<file path="src/rtl/core/cpr_pkg.sv">
// Shared constants and IEEE single multiply and add helpers for the complex plane rotation.
package cpr_pkg;

  localparam logic [31:0] COS_RESET = 32'h3F80_0000;
  localparam logic [31:0] SIN_RESET = 32'h0000_0000;
  localparam logic [31:0] CANON_NAN = 32'h7FC0_0000;
  localparam logic        REG_COS   = 1'b0;
  localparam logic        REG_SIN   = 1'b1;

  // Partial product state: sign, biased exponent, 48-bit significand product.
  typedef struct packed {
    logic        sgn;
    logic        is_nan;
    logic        is_inf;
    logic        is_zero;
    logic signed [10:0] exp;
    logic [47:0] sig;
  } mul_raw_t;

  // Leading zero count of a 48-bit word, 48 when the word is zero.
  function automatic logic [5:0] lzc48(input logic [47:0] v);
    logic [5:0] n;
    logic       hit;
    n = 6'd48;
    hit = 1'b0;
    for (int i = 47; i >= 0; i--) begin
      if (!hit && v[i]) begin
        n = 6'(47 - i);
        hit = 1'b1;
      end
    end
    return n;
  endfunction

  // Leading zero count of a 28-bit word, 28 when the word is zero.
  function automatic logic [4:0] lzc28(input logic [27:0] v);
    logic [4:0] n;
    logic       hit;
    n = 5'd28;
    hit = 1'b0;
    for (int i = 27; i >= 0; i--) begin
      if (!hit && v[i]) begin
        n = 5'(27 - i);
        hit = 1'b1;
      end
    end
    return n;
  endfunction

  // Multiply front end: unpack and form the significand product.
  function automatic mul_raw_t fmul_raw(input logic [31:0] a, input logic [31:0] b);
    mul_raw_t    r;
    logic [7:0]  ea;
    logic [7:0]  eb;
    logic [23:0] ma;
    logic [23:0] mb;
    logic        a_nan;
    logic        b_nan;
    logic        a_inf;
    logic        b_inf;
    logic        a_zero;
    logic        b_zero;
    ea = a[30:23];
    eb = b[30:23];
    ma = {(ea != 8'd0), a[22:0]};
    mb = {(eb != 8'd0), b[22:0]};
    a_nan = (ea == 8'hFF) && (a[22:0] != 23'd0);
    b_nan = (eb == 8'hFF) && (b[22:0] != 23'd0);
    a_inf = (ea == 8'hFF) && (a[22:0] == 23'd0);
    b_inf = (eb == 8'hFF) && (b[22:0] == 23'd0);
    a_zero = (a[30:0] == 31'd0);
    b_zero = (b[30:0] == 31'd0);
    r.sgn = a[31] ^ b[31];
    r.is_nan = a_nan || b_nan || (a_inf && b_zero) || (b_inf && a_zero);
    r.is_inf = a_inf || b_inf;
    r.is_zero = a_zero || b_zero;
    // Exponent of the product's bit 46; subnormals use exponent 1.
    r.exp = 11'(signed'({3'b000, (ea == 8'd0) ? 8'd1 : ea}))
          + 11'(signed'({3'b000, (eb == 8'd0) ? 8'd1 : eb})) - 11'sd127;
    r.sig = ma * mb;
    return r;
  endfunction

  // Round a positive value sig[47:0] with bit 46 weighted 2^(exp-127) to single.
  function automatic logic [31:0] fpack(input logic sgn, input logic signed [11:0] exp,
                                        input logic [47:0] sig);
    logic [5:0]         lz;
    logic [47:0]        nm;
    logic signed [11:0] e;
    logic [5:0]         sh;
    logic [48:0]        w;
    logic [23:0]        kept;
    logic               g;
    logic               st;
    logic [24:0]        rnd;
    logic [8:0]         eo;
    lz = lzc48(sig);
    nm = sig << lz;
    // nm[47] has exponent e (biased).
    e = exp + 12'sd1 - 12'(signed'({6'd0, lz}));
    if (sig == 48'd0) begin
      return {sgn, 31'd0};
    end
    if (e < 12'sd1) begin
      sh = (e < -12'sd30) ? 6'd31 : 6'(12'sd1 - e);
      w = {nm, 1'b0} >> sh;
      st = |({nm, 1'b0} & ~({49{1'b1}} << sh));
      e = 12'sd0;
    end else begin
      w = {nm, 1'b0};
      st = 1'b0;
    end
    kept = w[48:25];
    g = w[24];
    st = st | (|w[23:0]);
    rnd = {1'b0, kept} + 25'(g && (st || kept[0]));
    if (e == 12'sd0) begin
      // Subnormal: bit 23 of the rounded word marks a carry into the normal range.
      return {sgn, 8'(rnd[23]), rnd[22:0]};
    end
    if (rnd[24]) begin
      eo = 9'(e) + 9'd1;
      rnd = rnd >> 1;
    end else begin
      eo = 9'(e);
    end
    if (e > 12'sd254 || eo > 9'd254) begin
      return {sgn, 8'hFF, 23'd0};
    end
    return {sgn, eo[7:0], rnd[22:0]};
  endfunction

  // Unpacked addend for the adder stages.
  typedef struct packed {
    logic        sgn;
    logic [7:0]  exp;
    logic [23:0] man;
    logic        is_nan;
    logic        is_inf;
  } add_op_t;

  function automatic add_op_t unpack(input logic [31:0] a);
    add_op_t r;
    r.sgn = a[31];
    r.exp = (a[30:23] == 8'd0) ? 8'd1 : a[30:23];
    r.man = {(a[30:23] != 8'd0), a[22:0]};
    r.is_nan = (a[30:23] == 8'hFF) && (a[22:0] != 23'd0);
    r.is_inf = (a[30:23] == 8'hFF) && (a[22:0] == 23'd0);
    return r;
  endfunction

  // Aligned operands after the swap and shift stage.
  typedef struct packed {
    logic        special;
    logic [31:0] spec_val;
    logic        sgn_big;
    logic        sgn_small;
    logic        both_zero_neg;
    logic [7:0]  exp;
    logic [26:0] big;
    logic [26:0] minor;
  } add_al_t;

  function automatic add_al_t add_align(input logic [31:0] a, input logic [31:0] b);
    add_al_t     r;
    add_op_t     pa;
    add_op_t     pb;
    add_op_t     hi;
    add_op_t     lo;
    logic [7:0]  d;
    logic [49:0] sh;
    pa = unpack(a);
    pb = unpack(b);
    r.special = 1'b0;
    r.spec_val = 32'd0;
    if (pa.is_nan || pb.is_nan || (pa.is_inf && pb.is_inf && (pa.sgn != pb.sgn))) begin
      r.special = 1'b1;
      r.spec_val = CANON_NAN;
    end else if (pa.is_inf) begin
      r.special = 1'b1;
      r.spec_val = a;
    end else if (pb.is_inf) begin
      r.special = 1'b1;
      r.spec_val = b;
    end
    r.both_zero_neg = a[31] && b[31];
    if ({pa.exp, pa.man} >= {pb.exp, pb.man}) begin
      hi = pa;
      lo = pb;
    end else begin
      hi = pb;
      lo = pa;
    end
    d = hi.exp - lo.exp;
    sh = {lo.man, 26'd0} >> ((d > 8'd27) ? 8'd27 : d);
    r.sgn_big = hi.sgn;
    r.sgn_small = lo.sgn;
    r.exp = hi.exp;
    r.big = {hi.man, 3'b000};
    r.minor = {sh[49:24], |sh[23:0]};
    return r;
  endfunction

  typedef struct packed {
    logic        special;
    logic [31:0] spec_val;
    logic        sgn;
    logic        zero_neg;
    logic [7:0]  exp;
    logic [27:0] sum;
  } add_sum_t;

  function automatic add_sum_t add_sum(input add_al_t a);
    add_sum_t r;
    r.special = a.special;
    r.spec_val = a.spec_val;
    r.sgn = a.sgn_big;
    r.exp = a.exp;
    if (a.sgn_big == a.sgn_small) begin
      r.sum = {1'b0, a.big} + {1'b0, a.minor};
    end else begin
      r.sum = {1'b0, a.big} - {1'b0, a.minor};
    end
    r.zero_neg = a.both_zero_neg;
    return r;
  endfunction

  // Normalize, round and pack the sum.
  function automatic logic [31:0] add_final(input add_sum_t a);
    logic [4:0]         lz;
    logic [27:0]        nm;
    logic signed [11:0] e;
    logic [5:0]         sh;
    logic [27:0]        w;
    logic [23:0]        kept;
    logic               g;
    logic               st;
    logic [24:0]        rnd;
    logic [8:0]         eo;
    if (a.special) begin
      return a.spec_val;
    end
    if (a.sum == 28'd0) begin
      return {a.zero_neg, 31'd0};
    end
    lz = lzc28(a.sum);
    // sum[27] has weight of exponent exp+1.
    e = 12'(signed'({4'd0, a.exp})) + 12'sd1 - 12'(signed'({7'd0, lz}));
    if (e < 12'sd1) begin
      sh = 6'(12'(signed'({7'd0, lz})) - 12'sd1 + e);
      nm = a.sum << sh;
      e = 12'sd0;
    end else begin
      nm = a.sum << lz;
    end
    w = nm;
    kept = w[27:4];
    g = w[3];
    st = |w[2:0];
    rnd = {1'b0, kept} + 25'(g && (st || kept[0]));
    if (e == 12'sd0) begin
      return {a.sgn, 8'(rnd[23]), rnd[22:0]};
    end
    if (rnd[24]) begin
      eo = 9'(e) + 9'd1;
      rnd = rnd >> 1;
    end else begin
      eo = 9'(e);
    end
    if (eo > 9'd254) begin
      return {a.sgn, 8'hFF, 23'd0};
    end
    return {a.sgn, eo[7:0], rnd[22:0]};
  endfunction

endpackage

</file>
<file path="src/rtl/core/cpr_lane.sv">
// One rotation lane: a*b + or - p*q with separately rounded products, five register stages.
module cpr_lane
  import cpr_pkg::*;
(
  input  logic        clk,
  input  logic        vld,
  input  logic        sub,
  input  logic [31:0] a,
  input  logic [31:0] b,
  input  logic [31:0] p,
  input  logic [31:0] q,
  output logic [31:0] res
);

  mul_raw_t    m1_r;
  mul_raw_t    m2_r;
  logic        sub1_r;
  logic [31:0] r1_r;
  logic [31:0] r2_r;
  add_al_t     al_r;
  add_sum_t    sm_r;
  logic [31:0] res_r;
  logic [31:0] prod2;

  function automatic logic [31:0] mul_fin(input mul_raw_t m);
    if (m.is_nan) begin
      return CANON_NAN;
    end
    if (m.is_inf) begin
      return {m.sgn, 8'hFF, 23'd0};
    end
    if (m.is_zero) begin
      return {m.sgn, 31'd0};
    end
    return fpack(m.sgn, 12'(m.exp), m.sig);
  endfunction

  assign prod2 = mul_fin(m2_r);

  // Payload only; the valid bits travel in the top level.
  always_ff @(posedge clk) begin
    if (vld) begin
      m1_r <= fmul_raw(a, b);
      m2_r <= fmul_raw(p, q);
      sub1_r <= sub;
    end
    r1_r <= mul_fin(m1_r);
    r2_r <= sub1_r ? {~prod2[31], prod2[30:0]} : prod2;
    al_r <= add_align(r1_r, r2_r);
    sm_r <= add_sum(al_r);
    res_r <= add_final(sm_r);
  end

  assign res = res_r;

endmodule

</file>
<file path="config.mk">
export PLATFORM = sky130hd
export DESIGN_NAME = cpr_lane
export DESIGN_NICKNAME = d
export VERILOG_FILES = /design/src/rtl/core/cpr_pkg.sv /design/src/rtl/core/cpr_lane.sv
export SDC_FILE = /design/constraint.sdc
export NUM_CORES = 2
export LEC_CHECK = 0
export BUFFER_PORTS_ARGS = -buffer_cell sky130_fd_sc_hd__buf_2
export CAP_MARGIN = 20
export CORE_MARGIN = 2
export CORE_UTILIZATION = 39
export CTS_CLUSTER_SIZE = 12
export DETAILED_ROUTE_END_ITERATION = 8
export GPL_TIMING_DRIVEN = 0
export PLACE_DENSITY_LB_ADDON = 0.2
export SLEW_MARGIN = 15
export SYNTH_ARGS = -nofsm -noshare
export SYNTH_HDL_FRONTEND = slang
export SYNTH_SLANG_ARGS = --single-unit
</file>
<file path="constraint.sdc">
create_clock -name clk -period 9.7 [get_ports clk]
set_input_delay 1.94 -clock clk [delete_from_list [all_inputs] [get_ports clk]]
set_output_delay 1.94 -clock clk [all_outputs]
set_load 0.005 [all_outputs]
</file>
# == Word-level counts from Yosys, hierarchy flattened ==
# Cells that the tools add are included.
# W data, S select, Z words.
# totals
latch_bits,0
mem_count,0
ff_bits,387
output_inout_bits,32
mem_bits_rw,0
rom_bits,0
# op_classes
n_addsub,23
n_reduce_logical,322
n_div,0
mul,2
muxes,743
order_cmp,12
n_bitwise,9
shift,9
eq_ne,8
# op_table
cell,count
$mux W32,34
$mux W6,104
$mux W1,519
$mux W49,10
$mux W12,13
$mux W5,30
$mux W9,16
$logic_and A1 B1 Y1,143
$logic_not A23 Y1,6
$reduce_bool A23 Y1,6
$logic_not A31 Y1,4
$logic_not A1 Y1,121
$mux W28,4
$and A49 B49 Y49,2
$not A49 Y49,2
$reduce_or A49 Y1,2
$shl A49 B6 Y49 const A,2
$shr A49 B6 Y49,2
$logic_not A48 Y1,2
$mul A24 B24 Y48,2
$shl A48 B6 Y48,2
$add A24 B1 Y25,3
$reduce_or A24 Y1,3
$mux W35,2
39 further kinds,94

# == Longest topological paths before layout ==
# depth
word_depth,327
mapped_depth,42
mapped_depth_nobuf,40

# == Least setup slack after synthesis ==
# Ideal clock, no wire load.
# synth_path
path_kind,input -> register
from,input port p[9]
to,"register m2_r[47] in the netlist's numbering, data pin"
slack_ps,189
t_arrival_ps,9252
n_path_buf,1
stages,31
required_time_ps,9440
cell_sequence,clkbuf_1 > and2_1 > fa_1 > inv_1 > fa_1 > inv_1 > fa_1 > ha_1 > fa_1 > inv_1 > fa_1 > fa_1 > inv_1 > ha_1 > nand2_1 > o21ai_0 > a41oi_1 > a21oi_1 > a311oi_1 > o31a_1 > a211oi_1 > nor3b_1 > o31ai_1 > o311ai_0 > o211a_1 > o21a_1 > o21ai_0 > a21oi_1 > a21o_1 > a21oi_1 > xnor2_1
# synth_between
elab_chain_cells,1
# synth_lines
element,line,source
start: declaration,cpr_lane.sv:10,"input logic [31:0] p,"
$mul A24 B24 Y48,cpr_pkg.sv:80,r.sig = ma * mb;
end signal: assignment,cpr_lane.sv:44,"m2_r <= fmul_raw(p, q);"
end: declaration,cpr_lane.sv:16,mul_raw_t m2_r;
# Every way passes these cells.
# A chain may end at the register's enable or synchronous reset.

# == Final worst setup path ==
# layout_path
from,register m2_r[18] in the netlist's numbering
to,register r2_r[1]
# layout_between
elab_chain_cells,150
elab_cells_between_ends,199
cone_classes,add/sub (4); order compare (4); shift (3); mux (141); bitwise (3); reduce/logical (44)
# layout_lines
element,line,source
$logic_and A1 B1 Y1,cpr_pkg.sv:27,if (!hit && v[i]) begin
$mux W1,cpr_pkg.sv:27,
$mux W1,cpr_lane.sv:35,"return fpack(m.sgn, 12'(m.exp), m.sig);"
$mux W1,cpr_lane.sv:32,if (m.is_zero) begin
$mux W1,cpr_lane.sv:29,if (m.is_inf) begin
$logic_not A1 Y1,cpr_pkg.sv:27,
$logic_and A1 B1 Y1,cpr_pkg.sv:27,
$mux W1,cpr_pkg.sv:27,
[... 134 more ...],-,
$mux W1,cpr_lane.sv:29,
$mux W32,cpr_pkg.sv:130,"return {sgn, eo[7:0], rnd[22:0]};"
$mux W32,cpr_pkg.sv:121,if (rnd[24]) begin
$mux W32 *,cpr_pkg.sv:104,if (e < 12'sd1) begin
$mux W32 *,cpr_lane.sv:35,
$mux W32 *,cpr_lane.sv:32,
$mux W32 *,cpr_lane.sv:29,
$mux W32 *,cpr_lane.sv:48,"r2_r <= sub1_r ? {~prod2[31], prod2[30:0]} : prod2;"
end signal: assignment,cpr_lane.sv:48,
end: declaration,cpr_lane.sv:19,logic [31:0] r2_r;
# Every way passes the cells marked *; elsewhere a longest branch is shown, timed or not. The select of a mux whose other input is x is not followed.

==> flow_summary.ini <==
[routing]
vias = 73600
via_per_inst = 6.00
drt_wl_total_mm = 330
drc = 0
first_pass_iters = 6
route.detailed.wl_per_inst_um = 26.9
drt-initial-drc-count = 7278
ant_nets = 0

[clocking]
cts_buffers = 45
cts-root-buf = clkbuf_16
clockBufferDepth = 3
cts.htree.levels = 2
clk_latency_ns = 0.64
path_clk_slew_ns = 0.06
cts_sinks = 387
tritoncts = yes

[sta]
whs_ns = 0.313
period_share_pct = 97.8
hold_violations = 0
max_slew_margin_pct = 8.86
clock_skew_ns = 0.0450
worst-slew-pin-transition_ns = 1.36
slew_viol_final = 0
fmax_mhz = 105
post-route-min-period_ns = 9.49
finalSetupViolCount = 0

[finish]
mostFrequentLayoutCells = nand2_1 (1272), inv_1 (1194), fa_1 (969)
synthToLayoutAreaGrowth_pct = 12.6
final_common_cell = nand2_1
final_cells = 12300
nNetsFinal = 11300
finish.utilization_pct = 44.2
layout-drive-gt1-share_pct = 11.8

[synthesis]
seq_area_frac_synth_pct = 11.9
syn_area_sq_um = 75800
yosys_warnings = 0
ys_types = 136
yosys.area.top_type_share_pct = 25.7
ys_ff_latch = 387
avgSynthCellArea_sq_um = 8.13
ys_async_sr_fraction_pct = 0
synth-edff-count = 125
postSynthCellCount = 9315
yosys-top-cells-area = fa_1 (26%), ha_1 (8.7%), dfxtp_1 (6.9%), nand2_1 (6.4%), inv_1 (5.9%)
synth_ff_type = dfxtp_1
synth_top_area_cell = fa_1

[worst_hold_path]
hp-class = flip-flop to flip-flop

[die]
dieHeight_um = 445
die-area_sq_um = 198000
row_count = 161
dieWidth_um = 445
io_pins = 163
core_area_sq_um = 193000
initial_core_util_pct = 39.3

[worst_setup_path]
startpoint_type = flip-flop
slowest_stage = or4_4
worst_path_largest_cell_delay_ns = 0.56
cpMostUsedCell = nor2_4
crit_fanout = 10
criticalPathCategory = flip-flop to flip-flop
end_kind = flip-flop
critPathRequiredTime_ns = 10.25
arrival_ns = 10.04

[grt]
grt_pass1_wl_mm = 486
grt_start_max_net_pins = 76
grt_overflow = 0
globalRouteTotalUtil_pct = 32.6
antenna_found_initial = 10
grt_pass1_vias = 73900

[placement]
place_congestion = 1.01
placedCellCount = 12000
hpwl_mm = 265
io_buffers = 155

[run]
cap_violations = 0

[run_status]
status = completed
==> routing by layer <==
metal	track usage [%]	routed length [um]	part of all wire, %
met5	0	54	0.016
met4	13.6	16500	5.0
met3	5.58	26700	8.1
met2	53.1	151000	46
met1	42.6	136000	41
==> final cells by class <==
cell class / instances / area (sq um)
Fill cell: 19400 / 107000
Multi-Input combinational cell: 7204 / 61900
Sequential cell: 387 / 9000
Inverter: 1209 / 4560
Tap cell: 2526 / 3160
Buffer: 499 / 2810
Timing Repair Buffer: 352 / 2370
Clock buffer: 62 / 1270
Clock inverter: 14 / 185
Antenna cell: 7 / 17.5
==> worst max-delay path, delay by kind of cell, from the launching register on <==
kind | cells | cell delay (ns)
AOI/OAI and AO/OA | 14 | 3.29
xor gates and xnor gates | 1 | 0.13
adders and majority gates | 4 | 1.02
buffers and inverters | 9 | 1.45
DFF | 1 | 0.35
and+or+nand+nor | 12 | 3.09
==> per-stage QoR <==
stage          area, sq um  setup slack [ns]  setup TNS [ns]
3_5_place_dp         79900             -4.35         -313.65
2_1_floorplan        75800             0.189               0
4_1_cts              83500           0.00588               0
3_3_place_gp         79800             -4.41         -327.93
6_report             85300             0.214               0
5_1_grt              85300            -0.101           -1.42
==> cell families after synthesis <==
group                      Yosys count  synth area share (%)
AOI/OAI and AO/OA                 1892                  17.0
xor gates and xnor gates           232                  2.68
adders and majority gates         1499                  34.4
buffers and inverters             1745                  8.90
DFF                                387                  11.9
muxes                              308                  4.29
other                                1               0.00495
and+or+nand+nor                   3251                  20.9
==> sequential cells by signal (all words and copies together) (netlist names) <==
| register | flops |
|---|---|
| sub1_r | 1 |
| m1_r | 62 |
| r1_r | 32 |
| al_r | 95 |
| res | 32 |
| m2_r | 62 |
| sm_r | 71 |
| r2_r | 32 |
==> synth_stat cells, drive strengths merged (52+ instances only) <==
cell type  instances
o22ai             66
a211oi           127
xor2              62
nand2           1292
a22oi             52
a31oi             82
dfxtp            262
xnor2            170
o31ai             57
a21oi            446
ha               528
nor2             509
nand3            181
a21o              76
nand4             80
fa               971
inv             1206
or2               54
o21ai            361
nor4             122
o211ai            81
buf               95
mux2i            258
nor3             234
edfxtp           125
and2             485
clkbuf           441
==> path summary, 6_finish.rpt <==
path | cells past startpoint | slack, ns | from | end
worst max register to register | 40 | 0.21 | m2_r[18] | r2_r[1]
worst min-delay path | 0 | 0.31 | al_r[88] | sm_r[61]
worst min register to register | 0 | 0.31 | al_r[88] | sm_r[61]
worst max-delay path | 40 | 0.21 | m2_r[18] | r2_r[1]
==> timing repair <==
| item | 4_1_cts | 5_1_grt |
|---|---|---|
| pin swaps | 43 | 66 |
| hold buffers | 0 | 0 |
| gates resized for setup | 446 | 476 |
| setup endpoints to repair | 113 | 106 |
| buffers inserted | 102 | 82 |
| gates cloned | 0 | 0 |
Power is not shown: default switching activity piles up to over one toggle a cycle in this logic, so the estimate is an artifact.
